File: src/design/fdsm_pkg.sv
// ----------------------------------------------------------------------------
// fdsm_pkg
// Types, opcodes and constants for the multiplexed four-digit display driver.
// ----------------------------------------------------------------------------
package fdsm_pkg;

  typedef enum logic [1:0] {
    OP_LOAD = 2'd0,
    OP_TICK = 2'd1,
    OP_STOP = 2'd2
  } opcode_t;

  typedef struct packed {
    logic [1:0]         opcode;
    logic signed [15:0] number;
  } item_t;

  typedef struct packed {
    logic [6:0] segments;
    logic [3:0] digit_enables_n;
  } result_t;

  localparam int unsigned ValueW   = 14;
  localparam logic [ValueW-1:0] VALUE_MAX = 14'd9999;
  localparam logic [3:0]  ALL_DIGITS_OFF = 4'hF;

  // reciprocal multipliers, exact for values up to 9999
  localparam logic [15:0] RECIP_10   = 16'd52429;
  localparam logic [15:0] RECIP_100  = 16'd5243;
  localparam logic [15:0] RECIP_1000 = 16'd8389;

  function automatic logic [6:0] seg_pattern(input logic [3:0] digit);
    logic [6:0] pat;
    case (digit)
      4'd0:    pat = 7'h5F;
      4'd1:    pat = 7'h11;
      4'd2:    pat = 7'h3E;
      4'd3:    pat = 7'h3D;
      4'd4:    pat = 7'h71;
      4'd5:    pat = 7'h6D;
      4'd6:    pat = 7'h6F;
      4'd7:    pat = 7'h19;
      4'd8:    pat = 7'h7F;
      4'd9:    pat = 7'h7D;
      default: pat = 7'h00;
    endcase
    return pat;
  endfunction

endpackage

File: src/design/four_digit_seven_segment_mux.sv
// ----------------------------------------------------------------------------
// four_digit_seven_segment_mux
// Throughput: one item per cycle while the result side does not stall, through
// a two-stage divide and lookup pipe (reciprocal multiplies, then digit
// subtract and segment table).
// Reset clears the shown value and scan position, turns all segments off and
// drives every digit enable high (off).
// ----------------------------------------------------------------------------
module four_digit_seven_segment_mux import fdsm_pkg::*; (
  input  logic    clk,
  input  logic    rst,
  input  logic    item_valid,
  output logic    item_stall,
  input  item_t   item,
  output logic    result_valid,
  input  logic    result_stall,
  output result_t result
);

  logic [ValueW-1:0] shown_value;
  logic [1:0]        scan_position;

  logic              s1_valid;
  logic [1:0]        s1_op;
  logic [ValueW-1:0] s1_value;
  logic [1:0]        s1_pos;

  logic              s2_valid;
  logic [1:0]        s2_op;
  logic [1:0]        s2_pos;
  logic [ValueW-1:0] s2_lo;
  logic [9:0]        s2_hi;

  logic [6:0]        segment_pins;
  logic [3:0]        digit_pins;

  logic              accept;
  logic              out_free;
  logic              s2_move;
  logic              s1_move;
  logic [ValueW-1:0] clamped;

  logic [29:0]       prod_10;
  logic [29:0]       prod_100;
  logic [29:0]       prod_1000;
  logic [9:0]        q10;
  logic [6:0]        q100;
  logic [3:0]        q1000;
  logic [ValueW-1:0] lo_next;
  logic [9:0]        hi_next;

  logic [ValueW-1:0] digit_full;
  logic [3:0]        digit;
  logic              lit;
  logic [3:0]        digit_mask;

  assign out_free   = !result_valid || !result_stall;
  assign s2_move    = s2_valid && out_free;
  assign s1_move    = s1_valid && (!s2_valid || s2_move);
  assign item_stall = s1_valid && !s1_move;
  assign accept     = item_valid && !item_stall;

  // clamp to 0..9999
  always_comb begin
    if (item.number[15]) begin
      clamped = '0;
    end else if (item.number[14:0] > 15'(VALUE_MAX)) begin
      clamped = VALUE_MAX;
    end else begin
      clamped = item.number[ValueW-1:0];
    end
  end

  // divide by 10, 100, 1000
  always_comb begin
    prod_10   = 30'(s1_value) * 30'(RECIP_10);
    prod_100  = 30'(s1_value) * 30'(RECIP_100);
    prod_1000 = 30'(s1_value) * 30'(RECIP_1000);
    q10       = prod_10[28:19];
    q100      = prod_100[25:19];
    q1000     = prod_1000[26:23];
    case (s1_pos)
      2'd0: begin
        lo_next = s1_value;
        hi_next = q10;
      end
      2'd1: begin
        lo_next = 14'(q10);
        hi_next = 10'(q100);
      end
      2'd2: begin
        lo_next = 14'(q100);
        hi_next = 10'(q1000);
      end
      default: begin
        lo_next = 14'(q1000);
        hi_next = '0;
      end
    endcase
  end

  // digit = lo - 10 * hi, leading zeros blanked
  always_comb begin
    digit_full = s2_lo - {1'b0, s2_hi, 3'b000} - {3'b000, s2_hi, 1'b0};
    digit      = digit_full[3:0];
    lit        = (s2_pos == 2'd0) || (s2_lo != '0);
    digit_mask = ALL_DIGITS_OFF;
    digit_mask[2'd3 - s2_pos] = 1'b0;
  end

  always_ff @(posedge clk) begin
    if (rst) begin
      shown_value   <= '0;
      scan_position <= '0;
      s1_valid      <= 1'b0;
      s2_valid      <= 1'b0;
      result_valid  <= 1'b0;
      segment_pins  <= '0;
      digit_pins    <= ALL_DIGITS_OFF;
    end else begin
      if (accept) begin
        case (item.opcode)
          OP_LOAD: shown_value   <= clamped;
          OP_TICK: scan_position <= scan_position + 2'd1;
          default: ;
        endcase
        s1_valid <= 1'b1;
      end else if (s1_move) begin
        s1_valid <= 1'b0;
      end

      if (s1_move) begin
        s2_valid <= 1'b1;
      end else if (s2_move) begin
        s2_valid <= 1'b0;
      end

      if (s2_move) begin
        result_valid <= 1'b1;
        case (s2_op)
          OP_TICK: begin
            segment_pins <= lit ? seg_pattern(digit) : 7'h00;
            digit_pins   <= digit_mask;
          end
          OP_STOP: digit_pins <= ALL_DIGITS_OFF;
          default: ;
        endcase
      end else if (!result_stall) begin
        result_valid <= 1'b0;
      end
    end
  end

  // payload registers
  always_ff @(posedge clk) begin
    if (accept) begin
      s1_op    <= item.opcode;
      s1_value <= shown_value;
      s1_pos   <= scan_position;
    end
    if (s1_move) begin
      s2_op  <= s1_op;
      s2_pos <= s1_pos;
      s2_lo  <= lo_next;
      s2_hi  <= hi_next;
    end
  end

  assign result.segments        = segment_pins;
  assign result.digit_enables_n = digit_pins;

endmodule

File: config.mk
export PLATFORM = sky130hd
export DESIGN_NAME = four_digit_seven_segment_mux
export DESIGN_NICKNAME = d
export VERILOG_FILES = /design/src/design/fdsm_pkg.sv /design/src/design/four_digit_seven_segment_mux.sv
export SDC_FILE = /design/constraint.sdc
export NUM_CORES = 1
export LEC_CHECK = 0
export BUFFER_PORTS_ARGS = -buffer_cell sky130_fd_sc_hd__buf_2
export CAP_MARGIN = 20
export CORE_MARGIN = 1.5
export CORE_UTILIZATION = 66
export DETAILED_ROUTE_END_ITERATION = 8
export PLACE_DENSITY = 0.81
export SYNTH_ARGS = -nofsm -noshare
export SYNTH_HDL_FRONTEND = slang
export SYNTH_SLANG_ARGS = --single-unit
File: constraint.sdc
create_clock -name clk -period 17.35 [get_ports clk]
set_input_delay 2.6025 -clock clk [delete_from_list [all_inputs] [get_ports clk]]
set_output_delay 2.6025 -clock clk [all_outputs]
set_load 0.01 [all_outputs]
# --- After elaboration in Yosys (flattened, before gate mapping) ---
# Memory sizes are Yosys's and may differ from the RTL's.
# Index checks and enable logic that the tools add are counted.
totals:
  reg_bits: 69
  romBits: 112
  inputBits: 22
  out_inout_bits: 13
  wordCells: 70
  n_memories: 1
memory_table:
  columns: ["name", "depth", "width", "rd", "rd_clocked_by_memory_dff", "write_ports", "line_no", "rtl"]
  rows:
  - ["(no name shown)", 16, 7, 1, 0, 0, "fdsm_pkg.sv:34", "case (digit)"]
classes:
  addsub: 4
  n_mul: 3
  order_cmp: 3
  eq_ne: 6
  muxes: 14
  bitwise: 1
  reduce_logical: 24
op_table:
  columns: ["cell", "n"]
  rows:
  - ["case mux 14 bit (3 select lines)", 1]
  - ["multiplier 14 x 16 -> 29 bit, second input constant", 1]
  - ["two-way mux 14 bit", 2]
  - ["multiplier 14 x 14 -> 27 bit, second input constant", 1]
  - ["multiplier 14 x 13 -> 26 bit, second input constant", 1]
  - ["greater-than comparator 15 x 14 -> 1 bit, second input constant", 1]
  - ["nonzero test 14 bit", 1]
  - ["case mux 3 bit (3 select lines)", 1]
  - ["case mux 4 bit (2 select lines)", 1]
  - ["AND reduction 2 bit", 4]
  - ["subtractor 4 bit", 2]
  - ["two-way mux 1 bit", 7]
  - ["two-way mux 7 bit", 1]
  - ["== test 2 x 1 -> 1 bit, second input constant", 3]
  - ["zero test 2 bit", 3]
  - ["nonzero test 2 bit", 3]
  - ["logical AND 1 bit", 5]
  - ["zero test 1 bit", 5]
  - ["== test 2 bit, second input constant", 2]
  - ["NOT 4 bit", 1]
  - ["logical OR 1 bit", 3]
  - ["less-than comparator 2 x 3 -> 1 bit, second input constant", 1]
  - ["adder 2 x 1 -> 2 bit, second input constant", 1]
  - ["demux 1 bit (select 2 bit)", 1]
  - ["3 further kinds", 3]

# --- Logic depth before layout (Yosys ltp) ---
# Gate-level depths: netlist of run 1.
depth:
  word_depth: 10
  ltp_mapped: 21
  mapped_depth_nobuf: 21

# --- Worst setup path before layout of run 1 ---
# No wires, ideal clock.
synth_path:
  kind: "register to register"
  startpoint: "register s1_value[12]"
  endpoint: "register s2_lo[9], data pin"
  setup_ns: 0.261
  arrival_time_ns: 5.398
  setup_slack_ns: 11.691
  stages_incl_launch_ff: 19
  period_less_slack_ns: 5.659
  path_cell_list: "edfxtp_1 > inv_1 > ha_1 > fa_1 > fa_1 > fa_1 > inv_1 > fa_1 > inv_1 > fa_1 > inv_1 > ha_1 > nand3_1 > or2_1 > o21ai_2 > o211ai_2 > a2111oi_1 > o21a_1 > o31ai_1"
synth_between:
  elab_chain_cells: 2
synth_lines:
  columns: ["item", "line_no", "rtl"]
  rows:
  - ["from (decl)", "four_digit_seven_segment_mux.sv:25", "logic [ValueW-1:0] s1_value;"]
  - ["from (signal assigned)", "four_digit_seven_segment_mux.sv:158", "s1_value <= shown_value;"]
  - ["multiplier 14 x 16 -> 29 bit", "four_digit_seven_segment_mux.sv:76", "prod_10 = 30'(s1_value) * 30'(RECIP_10);"]
  - ["case mux 14 bit (3 select lines)", "four_digit_seven_segment_mux.sv:82", "case (s1_pos)"]
  - ["via lo_next[9]", "four_digit_seven_segment_mux.sv:49", "logic [ValueW-1:0] lo_next;"]
  - ["to (signal assigned)", "four_digit_seven_segment_mux.sv:164", "s2_lo <= lo_next;"]
  - ["to (decl)", "four_digit_seven_segment_mux.sv:31", "logic [ValueW-1:0] s2_lo;"]
# The timed path passes the listed nets, and every way through them passes these cells.
# A chain may end at the register's enable or synchronous reset.

# --- Final worst setup path of run 1 ---
layout_path:
  startpoint: "register s1_value[12]"
  endpoint: "register s2_lo[5], data pin"
layout_between:
  elab_chain_cells: 2
layout_lines:
  columns: ["item", "line_no"]
  rows:
  - ["multiplier 14 x 16 -> 29 bit or multiplier 14 x 13 -> 26 bit (tied branches)", "four_digit_seven_segment_mux.sv:76, four_digit_seven_segment_mux.sv:77"]
  - ["case mux 14 bit (3 select lines) (*)", "four_digit_seven_segment_mux.sv:82"]
  - ["via lo_next[5]", "four_digit_seven_segment_mux.sv:49"]
# Mark *: on every way through the listed nets, which the timed path passes. The rest lies on a longest branch.

==> key figures, run 1 <==
Status
  – Outcome: finished clean

Logic synthesis
  – Mapped Cells: 1,205
  – Unique masters post-synth: 67
  – Avg Inst Size Synth: between 9 and 10 um^2
  – Most frequent cell after synthesis: inv_1
  – Syn Nets: 1,637
  – Yosys warning total: 0
  – Ys flop type: edfxtp_1
  – Synth area leader: ha_1
  – Commonest cells post-synth: 339 x inv_1, 272 x ha_1, 138 x fa_1, 69 x nor2_1, 41 x a21oi_1
  – Register area share after synthesis: 15.4%
  – EDFF count, synth: 39
  – Top cells by area, synth: ha_1 30%, fa_1 24%, inv_1 11%
  – Post-Syn Area: 11,500 um^2
  – Synth top area share: a little under 30%
  – Yosys reg bits: 69
  – Post-synth ARST share: 0%

Route
  – Met2 WL: roughly 12,000 um
  – Drt first pass iters: 6
  – Post-DR wirelength/cell: 17.7 um
  – Residual DRC: 0
  – Routed wl met3: 1810 um
  – Via-to-Cell Ratio: roughly 5.7
  – WL final: 26,000 um
  – Antenna viol nets, final: 0
  – M1 WL: ~11,000 um
  – Via count: about 8,400
  – Max Used Layer: met4
  – Initial DRC Count: 714

Power
  – Overall power: 1270 uW
  – Peak VDD IR: ~0.10 mV
  – Pleak: 0.00661 uW
  – Power Dens Cells: 104 nW/um^2

Worst setup path
  – CP required: 17.43 ns
  – Critical path class: flop to flop
  – Slowest stage delay, CP: 0.78 ns
  – Critical-path top delay cell: edfxtp_1
  – Worst-path fanout max: 13
  – Crit path buffers/inverters: 4
  – Most used cell, CP: fa_1
  – CP Capture Type: flop
  – Startpoint types: flop
  – Cell Chain, Critical Path: inv_1, ha_1, fa_1, fa_1, fa_1, inv_1, fa_1, inv_1, fa_1, inv_1, ha_1, nand3_1, a21oi_1, a211oi_2, o21ai_2, o21ai_0, xnor2_1, nor2_1, o32ai_1
  – Reg2Reg Setup Slack: 11.04 ns
  – CP top delay family: adder cells
  – Critical path arrival: 6.39 ns

Timing
  – Max-slew violations: 0
  – # setup viols final: 0
  – RSZ-0062 raised after global routing: no
  – Final Hold Fails: 0
  – Tcrit/Tclk final: between 30% and 40%
  – Crit path time final: 6.31 ns
  – Final Skew: 0.00558 ns
  – Max frequency: roughly 160 MHz
  – Setup TNS Final: 0 ns
  – Worst-margin pin slew: ~1.0 ns
  – Rel. slew slack: between 30% and 40%

Min path
  – Worst hold path class: flop to flop

Die
  – Initial Utilization: roughly two thirds
  – Top Ports: 35
  – Die outline height: 135 um
  – Die area: ~18,000 um^2
  – FP Rows: 48
  – Core Box Area: 17,200 um^2
  – Die width: 135 um

Placement
  – DP HPWL: around 22,000 um
  – Global placer's final weighted congestion: 0.964
  – I/O Buffers: 34

Cells and area
  – Final core utilization: 71.3%
  – # fillers: 1,275
  – Syn-to-layout area delta: 6.16%
  – Nets: 1,673
  – Diode count: 0
  – Share of cells above drive strength 1: 5.70%

Clock tree
  – Clk root buf: clkbuf_16
  – H-Tree Level Count: 3
  – Num CTS Buffers: 9
  – CTS sink cnt: 69
  – Clock transition at path regs: 0.06 ns
  – Worst-skew pair later-pin latency: 0.33 ns
  – CTS max path bufs: 2
  – Resize count post-CTS: 0
  – Post-CTS Hold Fix Bufs: 0
  – Post-CTS setup buffers: 0
  – TritonCTS clock tree: built

GRT
  – Initial antenna violation count: 0
  – Vias in the first global route: roughly 8,600
  – Global route overflow: 0
  – Largest net degree at the start of global routing: 31
  – GRT Total Usage: 30.5%
  – First-pass GRT wire length: 43,000 um

Run
  – # Max-Cap Violations: 0
-- flip-flops by register name (all words and copies together), names as in the netlist --
signal / count
s1_op: 2
s1_valid: 1
shown_value: 14
s2_lo: 14
s1_value: 14
s2_valid: 1
digit_pins: 4
s2_op: 2
s2_pos: 2
scan_position: 2
result_valid: 1
s1_pos: 2
segment_pins: 7
s2_hi: 3
-- worst register-to-register path, stage by stage (launching register included) --
cell      delay, ns
edfxtp_1       0.78
inv_1          0.33
ha_1           0.41
fa_1           0.65
fa_1           0.49
fa_1           0.54
inv_1          0.05
fa_1           0.49
inv_1          0.05
fa_1           0.49
inv_1          0.04
ha_1           0.30
nand3_1        0.07
a21oi_1        0.07
a211oi_2       0.23
o21ai_2        0.14
o21ai_0        0.25
xnor2_1        0.15
nor2_1         0.06
o32ai_1        0.45
-- where the power goes --
group	leakage (uW)	internal, uW	total (uW)	switching (uW)
clock network	0.000137	98.4	174	75.4
logic	0.00585	368	893	525
registers	0.000628	190	202	12.9
-- final cells by class --
cell class | instances | area (um^2) | area share (%)
clock inverter | 7 | 56.3 | 0.460
clock buffer | 9 | 225 | 1.84
timing repair buffer | 37 | 193 | 1.57
sequential | 69 | 1770 | 14.5
multi-input combinational | 785 | 8440 | 69.0
tap | 225 | 282 | 2.30
inverter | 339 | 1270 | 10.4
-- worst paths after layout --
path                                    from  endpoint  cells after the start
worst max-delay path            s1_value[12]  s2_lo[5]                     19
worst min-delay path                s1_op[0]  s2_op[0]                      0
worst max register to register  s1_value[12]  s2_lo[5]                     19
worst min register to register      s1_op[0]  s2_op[0]                      0
-- routing by layer --
| metal | global-route usage [%] | vias up |
|---|---|---|
| li1 | - | 3996 |
| met1 | 42.0 | 4055 |
| met2 | 48.7 | 299 |
| met3 | 5.80 | 71 |
| met4 | 10.9 | 0 |
| met5 | 0 | - |
-- cells by family (layout without fill, tap and decap cells) --
| logic type | count (synthesis) | count (layout) | share of synthesized area [%] |
|---|---|---|---|
| buffers and inverters | 351 | 392 | 11.4 |
| multiplexers | 7 | 7 | 0.619 |
| XOR/XNOR | 32 | 32 | 2.50 |
| flip-flops | 69 | 69 | 15.4 |
| AO/OA/AOI/OAI | 155 | 155 | 9.37 |
| AND/OR/NAND/NOR | 181 | 181 | 7.24 |
| adder cells (fa/ha/maj) | 410 | 410 | 53.5 |
-- metrics by stage --
stage                     hold WS [ns]  worst slack, ns  instance area, um^2  std cells
final                            0.420            11.04                12200       1471
after global routing             0.428            10.70                12200       1471
after CTS                        0.421            11.06                12200       1471
after detailed placement         0.407            11.09                12000       1455
after global placement           0.403            11.19                12000       1455
after floorplan                  0.400            11.69                11500       1205
-- layout by cell type, fill, tap and decap left out, types with 4 or more instances in the layout --
cell type / netlist / final
nor4_1: 5 / 5
a211oi_1: 6 / 6
buf_2: 0 / 34
o21a_1: 8 / 8
a31oi_1: 5 / 5
dfxtp_1: 30 / 30
o22ai_1: 4 / 4
inv_1: 339 / 339
a221o_1: 4 / 4
a21o_1: 6 / 6
nand3_1: 22 / 22
o211ai_1: 8 / 8
xor2_1: 12 / 12
nand2_1: 35 / 35
a21oi_1: 41 / 41
a22oi_1: 11 / 11
o21ai_0: 18 / 18
o21ai_1: 6 / 6
mux2i_1: 6 / 6
nor3_1: 21 / 21
edfxtp_1: 39 / 39
fa_1: 138 / 138
ha_1: 272 / 272
clkbuf_16: 0 / 9
xnor2_1: 19 / 19
nor2_1: 69 / 69
nand2b_1: 5 / 5
(Power assumes the default switching activity.)
==> run 2, diff against run 1 <==
--- a/config.mk
+++ b/config.mk
@@ -8,9 +8,9 @@
 export BUFFER_PORTS_ARGS = -buffer_cell sky130_fd_sc_hd__buf_2
 export CAP_MARGIN = 20
 export CORE_MARGIN = 1.5
-export CORE_UTILIZATION = 66
+export CORE_UTILIZATION = 59
 export DETAILED_ROUTE_END_ITERATION = 8
-export PLACE_DENSITY = 0.81
+export PLACE_DENSITY = 0.76
 export SYNTH_ARGS = -nofsm -noshare
 export SYNTH_HDL_FRONTEND = slang
 export SYNTH_SLANG_ARGS = --single-unit
==> constraint.sdc (replaced) <==
create_clock -name clk -period 5.65 [get_ports clk]
set_input_delay 0.8475 -clock clk [delete_from_list [all_inputs] [get_ports clk]]
set_output_delay 0.8475 -clock clk [all_outputs]
set_load 0.01 [all_outputs]
==> key figures, run 2 (synthesis gave the netlist of run 1 again) <==
Clock tree
  – Clock transition at path regs: 0.07 ns (was 0.06 ns)
  – TritonCTS clock tree: built (unchanged)
  – H-Tree Level Count: 3 (unchanged)
  – CTS max path bufs: 2 (unchanged)
  – Num CTS Buffers: 9 (unchanged)
  – Worst-skew pair later-pin latency: 0.33 ns (about the same)
  – CTS sink cnt: 69 (unchanged)
  – Clk root buf: clkbuf_16 (unchanged)

Route
  – WL final: 27,500 um (was 26,000 um)
  – Via count: 8,473 (was 8,421)
  – Initial DRC Count: 506 (was 714)
  – Antenna viol nets, final: 0 (unchanged)
  – Post-DR wirelength/cell: 17.7 um (about the same)
  – Via-to-Cell Ratio: 5.46 (was 5.72)
  – Drt first pass iters: 5 (was 6)
  – Residual DRC: 0 (unchanged)

Die
  – FP Rows: 50 (was 48)
  – Core Box Area: 19,000 um^2 (was 17,200 um^2)
  – Die outline height: 143 um (was 135 um)
  – Initial Utilization: 60.8% (was 67.1%)
  – Die area: 20,400 um^2 (was 18,300 um^2)
  – Top Ports: 35 (unchanged)
  – Die width: 143 um (was 135 um)

Cells and area
  – Final core utilization: 67.9% (was 71.3%)
  – Most frequent cells in the layout: 336 x inv_1, 264 x ha_1, 136 x fa_1 (was 339 x inv_1, 272 x ha_1, 138 x fa_1)
  – Biggest registers after layout: s1_value: 14 flops, s2_lo: 14 flops, shown_value: 14 flops (unchanged)
  – Final Non-Filler Cells: 1,553 (was 1,471)
  – Commonest non-fill, non-tap cell in the layout: inv_1 (unchanged)
  – Nets: 1,720 (was 1,673)
  – Diode count: 0 (unchanged)
  – Share of cells above drive strength 1: 10.8% (was 5.70%)
  – Syn-to-layout area delta: 11.7% (was 6.16%)

Timing
  – RSZ-0062 raised after global routing: yes (was no)
  – Max frequency: 182 MHz (was 159 MHz)
  – Setup slack after layout: 0.147 ns (was 11.04 ns)
  – Final Hold Fails: 0 (unchanged)
  – Max-slew violations: 0 (unchanged)
  – Final Skew: 0.0139 ns (was 0.00558 ns)
  – Crit path time final: 5.50 ns (was 6.31 ns)
  – Setup TNS Final: 0 ns (unchanged)
  – Rel. slew slack: 32.4% (was 33.6%)
  – # setup viols final: 0 (unchanged)
  – Tcrit/Tclk final: 97.4% (was 36.4%)
  – Worst-margin pin slew: 1.01 ns (was 0.996 ns)

GRT
  – First-pass GRT wire length: 43,700 um (was 43,000 um)
  – Initial antenna violation count: 2 (was 0)
  – GRT Total Usage: 28.4% (was 30.5%)
  – Vias in the first global route: 8,645 (was 8,572)
  – Global route overflow: 0 (unchanged)
  – Largest net degree at the start of global routing: 31 (unchanged)

Placement
  – DP HPWL: 23,600 um (was 22,000 um)
  – Post-Place Cells: 1,532 (was 1,455)
  – Pre-CTS setup slack: -0.0530 ns (was 11.09 ns)
  – I/O Buffers: 34 (unchanged)
  – Global placer's final weighted congestion: 0.911 (was 0.964)

Worst setup path
  – Critical path class: flop to flop (unchanged)
  – CP Capture Type: flop (unchanged)
  – Start of the worst register-to-register path: s1_value[4] (was s1_value[12])
  – Worst-path fanout max: 3 (was 13)
  – Worst r2r dst: s2_lo[4] (was s2_lo[5])
  – Critical path arrival: 5.68 ns (was 6.39 ns)
  – CP required: 5.83 ns (was 17.43 ns)
  – Reg2Reg Setup Slack: 0.15 ns (was 11.04 ns)
  – Reg2reg path depth: 20 (was 19)
  – Startpoint types: flop (unchanged)

Min path
  – Hold path cells: 0 (unchanged)
  – Worst hold path class: flop to flop (unchanged)
  – Hold path start: s1_op[0] (unchanged)
  – Worst Hold End: s2_op[0] (unchanged)

Power
  – Pleak: 0.00688 uW (was 0.00661 uW)
  – Peak VDD IR: 0.393 mV (was 0.101 mV)
  – Overall power: 4200 uW (was 1270 uW)
  – Power Dens Cells: 326 nW/um^2 (was 104 nW/um^2)

Run
  – # Max-Cap Violations: 0 (unchanged)

Status
  – Outcome: finished clean (unchanged)
[run 2: per-layer routing]
layer	share of wire [%]	track usage [%]
met1	43	37.8
met2	47	47.2
met3	6.1	5.26
met4	3.5	8.84
met5	0.084	0
[run 2: worst max-delay path by stage]
stage	startpoint	end	cells past startpoint
after floorplan	s1_value[12]	s2_lo[9]	18
after global placement	s1_value[8]	s2_lo[9]	18
after detailed placement	s1_value[8]	s2_lo[9]	18
after CTS	s1_value[4]	s2_lo[4]	20
after global routing	s1_value[6]	s2_lo[4]	19
final	s1_value[4]	s2_lo[4]	20
[run 2: timing repair]
item	in CTS	in global routing
setup buffers	0	5
resized for setup	3	23
hold buffers	0	0
setup endpoints to repair	3	11
pin swaps	0	18
[run 2: power by group]
part,internal [uW],switching [uW]
Sequential,582,25.5
Combinational,1260,1720
Clock,376,236
[run 2: final cells by class]
class / instances / area (um^2)
Timing Repair Buffer: 84 / 574
Clock buffer: 10 / 250
Tap cell: 260 / 325
Clock inverter: 6 / 73.8
Fill cell: 1439 / 6080
Inverter: 339 / 1270
Sequential cell: 69 / 1770
Multi-Input combinational cell: 785 / 8610
[run 2: stage by stage]
| stage | hold WS, ns | cell area, um^2 |
|---|---|---|
| 3_3_place_gp | 0.402 | 12300 |
| 5_1_grt | 0.435 | 12900 |
| 2_1_floorplan | 0.400 | 11500 |
| 6_report | 0.418 | 12900 |
| 3_5_place_dp | 0.405 | 12300 |
| 4_1_cts | 0.420 | 12700 |
[run 2: critical path: stages (launching register included)]
cell      delay, ns
edfxtp_1       0.45
ha_1           0.32
inv_1          0.04
ha_2           0.20
inv_2          0.09
fa_2           0.48
fa_1           0.55
inv_1          0.06
fa_1           0.52
inv_1          0.05
fa_1           0.50
inv_1          0.05
ha_1           0.32
a21oi_2        0.17
o221ai_2       0.13
a221oi_4       0.35
o211ai_2       0.16
a31o_1         0.26
a21oi_2        0.17
or3b_1         0.36
o211ai_1       0.10
==> run 3, diff against run 2 <==
--- a/config.mk
+++ b/config.mk
@@ -6,7 +6,6 @@
 export NUM_CORES = 1
 export LEC_CHECK = 0
 export BUFFER_PORTS_ARGS = -buffer_cell sky130_fd_sc_hd__buf_2
-export CAP_MARGIN = 20
 export CORE_MARGIN = 1.5
 export CORE_UTILIZATION = 59
 export DETAILED_ROUTE_END_ITERATION = 8
==> constraint.sdc (replaced) <==
create_clock -name clk -period 4.51 [get_ports clk]
set_input_delay 0.6765 -clock clk [delete_from_list [all_inputs] [get_ports clk]]
set_output_delay 0.6765 -clock clk [all_outputs]
set_load 0.01 [all_outputs]
==> key figures, run 3 (synthesis gave the netlist of run 1 again) <==
Die
  – Die area: 20,400 um^2 (unchanged)
  – FP Rows: 50 (unchanged)
  – Die width: 143 um (unchanged)
  – Top Ports: 35 (unchanged)
  – Die outline height: 143 um (unchanged)
  – Core Box Area: 19,000 um^2 (unchanged)
  – Initial Utilization: 60.8% (unchanged)

Worst setup path
  – Startpoint types: flop (unchanged)
  – Worst-path fanout max: 4 (was 3)
  – CP Capture Type: flop (unchanged)
  – Crit path from: s1_value[9] (was s1_value[4])
  – Critical path class: flop to flop (unchanged)
  – CP required: 4.61 ns (was 5.83 ns)
  – Crit path to: s2_lo[8] (was s2_lo[4])
  – Worst r2r dst: s2_lo[8] (was s2_lo[4])
  – Reg2Reg Setup Slack: -1.00 ns (was 0.15 ns)
  – Start of the worst register-to-register path: s1_value[9] (was s1_value[4])
  – Reg2reg path depth: 20 (unchanged)
  – Critical path arrival: 5.61 ns (was 5.68 ns)

Power
  – Reg power frac: 11.7% (was 14.5%)
  – Pint: 3490 uW (was 2220 uW)
  – Comb pwr share: 77.4% (was 71.0%)
  – Pleak: 0.00775 uW (was 0.00688 uW)
  – Clock network fraction of design power: 10.9% (was 14.6%)
  – P_sw: 3030 uW (was 1980 uW)
  – Power Dens Cells: 449 nW/um^2 (was 326 nW/um^2)
  – Sw frac: 46.5% (was 47.2%)
  – Peak VDD IR: 0.410 mV (was 0.393 mV)
  – Overall power: 6520 uW (was 4200 uW)

Clock tree
  – Clock transition at path regs: 0.07 ns (about the same)
  – CTS sink cnt: 69 (unchanged)
  – H-Tree Level Count: 3 (unchanged)
  – Num CTS Buffers: 9 (unchanged)
  – Worst-skew pair later-pin latency: 0.35 ns (was 0.33 ns)
  – Clk root buf: clkbuf_16 (unchanged)
  – CTS max path bufs: 2 (unchanged)
  – Post-CTS Hold Fix Bufs: 0 (unchanged)
  – TritonCTS clock tree: built (unchanged)

Placement
  – Pre-CTS setup slack: -1.15 ns (was -0.0530 ns)
  – Global placer's final weighted congestion: 0.954 (was 0.911)
  – DP HPWL: 26,100 um (was 23,600 um)
  – Post-Place Cells: 1,688 (was 1,532)
  – I/O Buffers: 34 (unchanged)

Cells and area
  – Share of cells above drive strength 1: 24.7% (was 10.8%)
  – Nets: 1,887 (was 1,720)
  – Final Non-Filler Cells: 1,720 (was 1,553)
  – Most frequent cells in the layout: 326 x inv_1, 247 x ha_1, 208 x buf_4 (was 336 x inv_1, 264 x ha_1, 136 x fa_1)
  – Biggest registers after layout: s1_value: 14 flops, s2_lo: 14 flops, shown_value: 14 flops (unchanged)
  – Final core utilization: 76.6% (was 67.9%)
  – Diode count: 0 (unchanged)
  – Syn-to-layout area delta: 26.0% (was 11.7%)
  – Commonest non-fill, non-tap cell in the layout: inv_1 (unchanged)

Run
  – # Max-Cap Violations: 0 (unchanged)

Route
  – Antenna viol nets, final: 0 (unchanged)
  – Via count: 9,453 (was 8,473)
  – Via-to-Cell Ratio: 5.50 (was 5.46)
  – WL final: 32,100 um (was 27,500 um)
  – Initial DRC Count: 632 (was 506)
  – Residual DRC: 0 (unchanged)
  – Post-DR wirelength/cell: 18.7 um (was 17.7 um)
  – Drt first pass iters: 5 (unchanged)

Timing
  – Final Skew: 0.0123 ns (was 0.0139 ns)
  – Crit path time final: 5.51 ns (was 5.50 ns)
  – # setup viols final: 13 (was 0)
  – Final Hold Fails: 0 (unchanged)
  – Max frequency: 181 MHz (was 182 MHz)
  – Worst-margin pin slew: 0.993 ns (was 1.01 ns)
  – Setup slack after layout: -1.00 ns (was 0.147 ns)
  – Hold WS: 0.414 ns (was 0.418 ns)
  – Max-slew violations: 0 (unchanged)
  – Tcrit/Tclk final: 122% (was 97.4%)
  – Rel. slew slack: 33.8% (was 32.4%)
  – RSZ-0062 raised after global routing: yes (unchanged)

Min path
  – Worst hold path class: flop to flop (unchanged)
  – Hold path cells: 0 (unchanged)
  – Hold path start: s1_op[1] (was s1_op[0])

Status
  – Violated checks: setup timing
  – Outcome: complete, but fails checks (was finished clean)

GRT
  – Global route overflow: 0 (unchanged)
  – Vias in the first global route: 10,098 (was 8,645)
  – Largest net degree at the start of global routing: 31 (unchanged)
  – Initial antenna violation count: 0 (was 2)
  – First-pass GRT wire length: 50,200 um (was 43,700 um)
  – GRT Total Usage: 32.6% (was 28.4%)
==> run 3: metal layers <==
metal  GRT usage [%]  vias to the layer above  wire length, um
met5               0                        -                0
met1            41.9                     4563            13300
li1                -                     4429                -
met4            13.6                        0             1550
met2            54.6                      357            15200
met3            5.50                      104             2020
==> run 3: area by class of cell <==
cell class	count	area, um^2
multi-input cells	785	9020
fillers	1191	4430
repair buffers	251	1840
flip-flops and latches	69	1770
inverters	339	1270
well taps	260	325
clock buffers	9	225
clock inverters	7	63.8
==> run 3: worst min path at each step <==
stage	end	slack [ns]
2_1_floorplan	s2_op[0]	0.40
3_3_place_gp	s2_op[1]	0.40
3_5_place_dp	s2_op[1]	0.40
4_1_cts	s2_op[1]	0.42
5_1_grt	s2_op[1]	0.43
6_report	s2_op[1]	0.41
==> run 3: worst max-delay path: stages (launching register included) <==
cell	delay [ns]
edfxtp_1	0.42
buf_6	0.16
ha_4	0.26
inv_2	0.04
fa_2	0.56
fa_1	0.43
fa_1	0.53
inv_1	0.06
fa_1	0.47
inv_1	0.06
fa_2	0.53
inv_2	0.05
ha_4	0.21
nand3_2	0.06
a21oi_2	0.07
a211oi_4	0.30
buf_4	0.18
o21ai_4	0.06
o211ai_4	0.30
a211oi_2	0.15
a221o_1	0.35
==> run 3: through the flow <==
stage / area [um^2] / TNS (ns)
finish: 14500 / -11.52
global route: 14500 / -13.48
CTS: 14400 / -9.84
detailed placement: 13500 / -13.56
global placement: 13500 / -11.84
floorplan: 11600 / -8.89
==> run 3: power groups by stage <==
stage	clock, uW	combinational (uW)	sequential [uW]
finish	708	5050	765
global route	733	5500	768
CTS	706	4750	764
detailed placement	0	4200	775
global placement	0	4030	772
floorplan	0	2630	775
==> run 3: repair_timing <==
item,CTS,global route
setup endpoints to repair,13,13
gates resized for setup,69,20
pin swaps,43,25
setup buffers,13,3
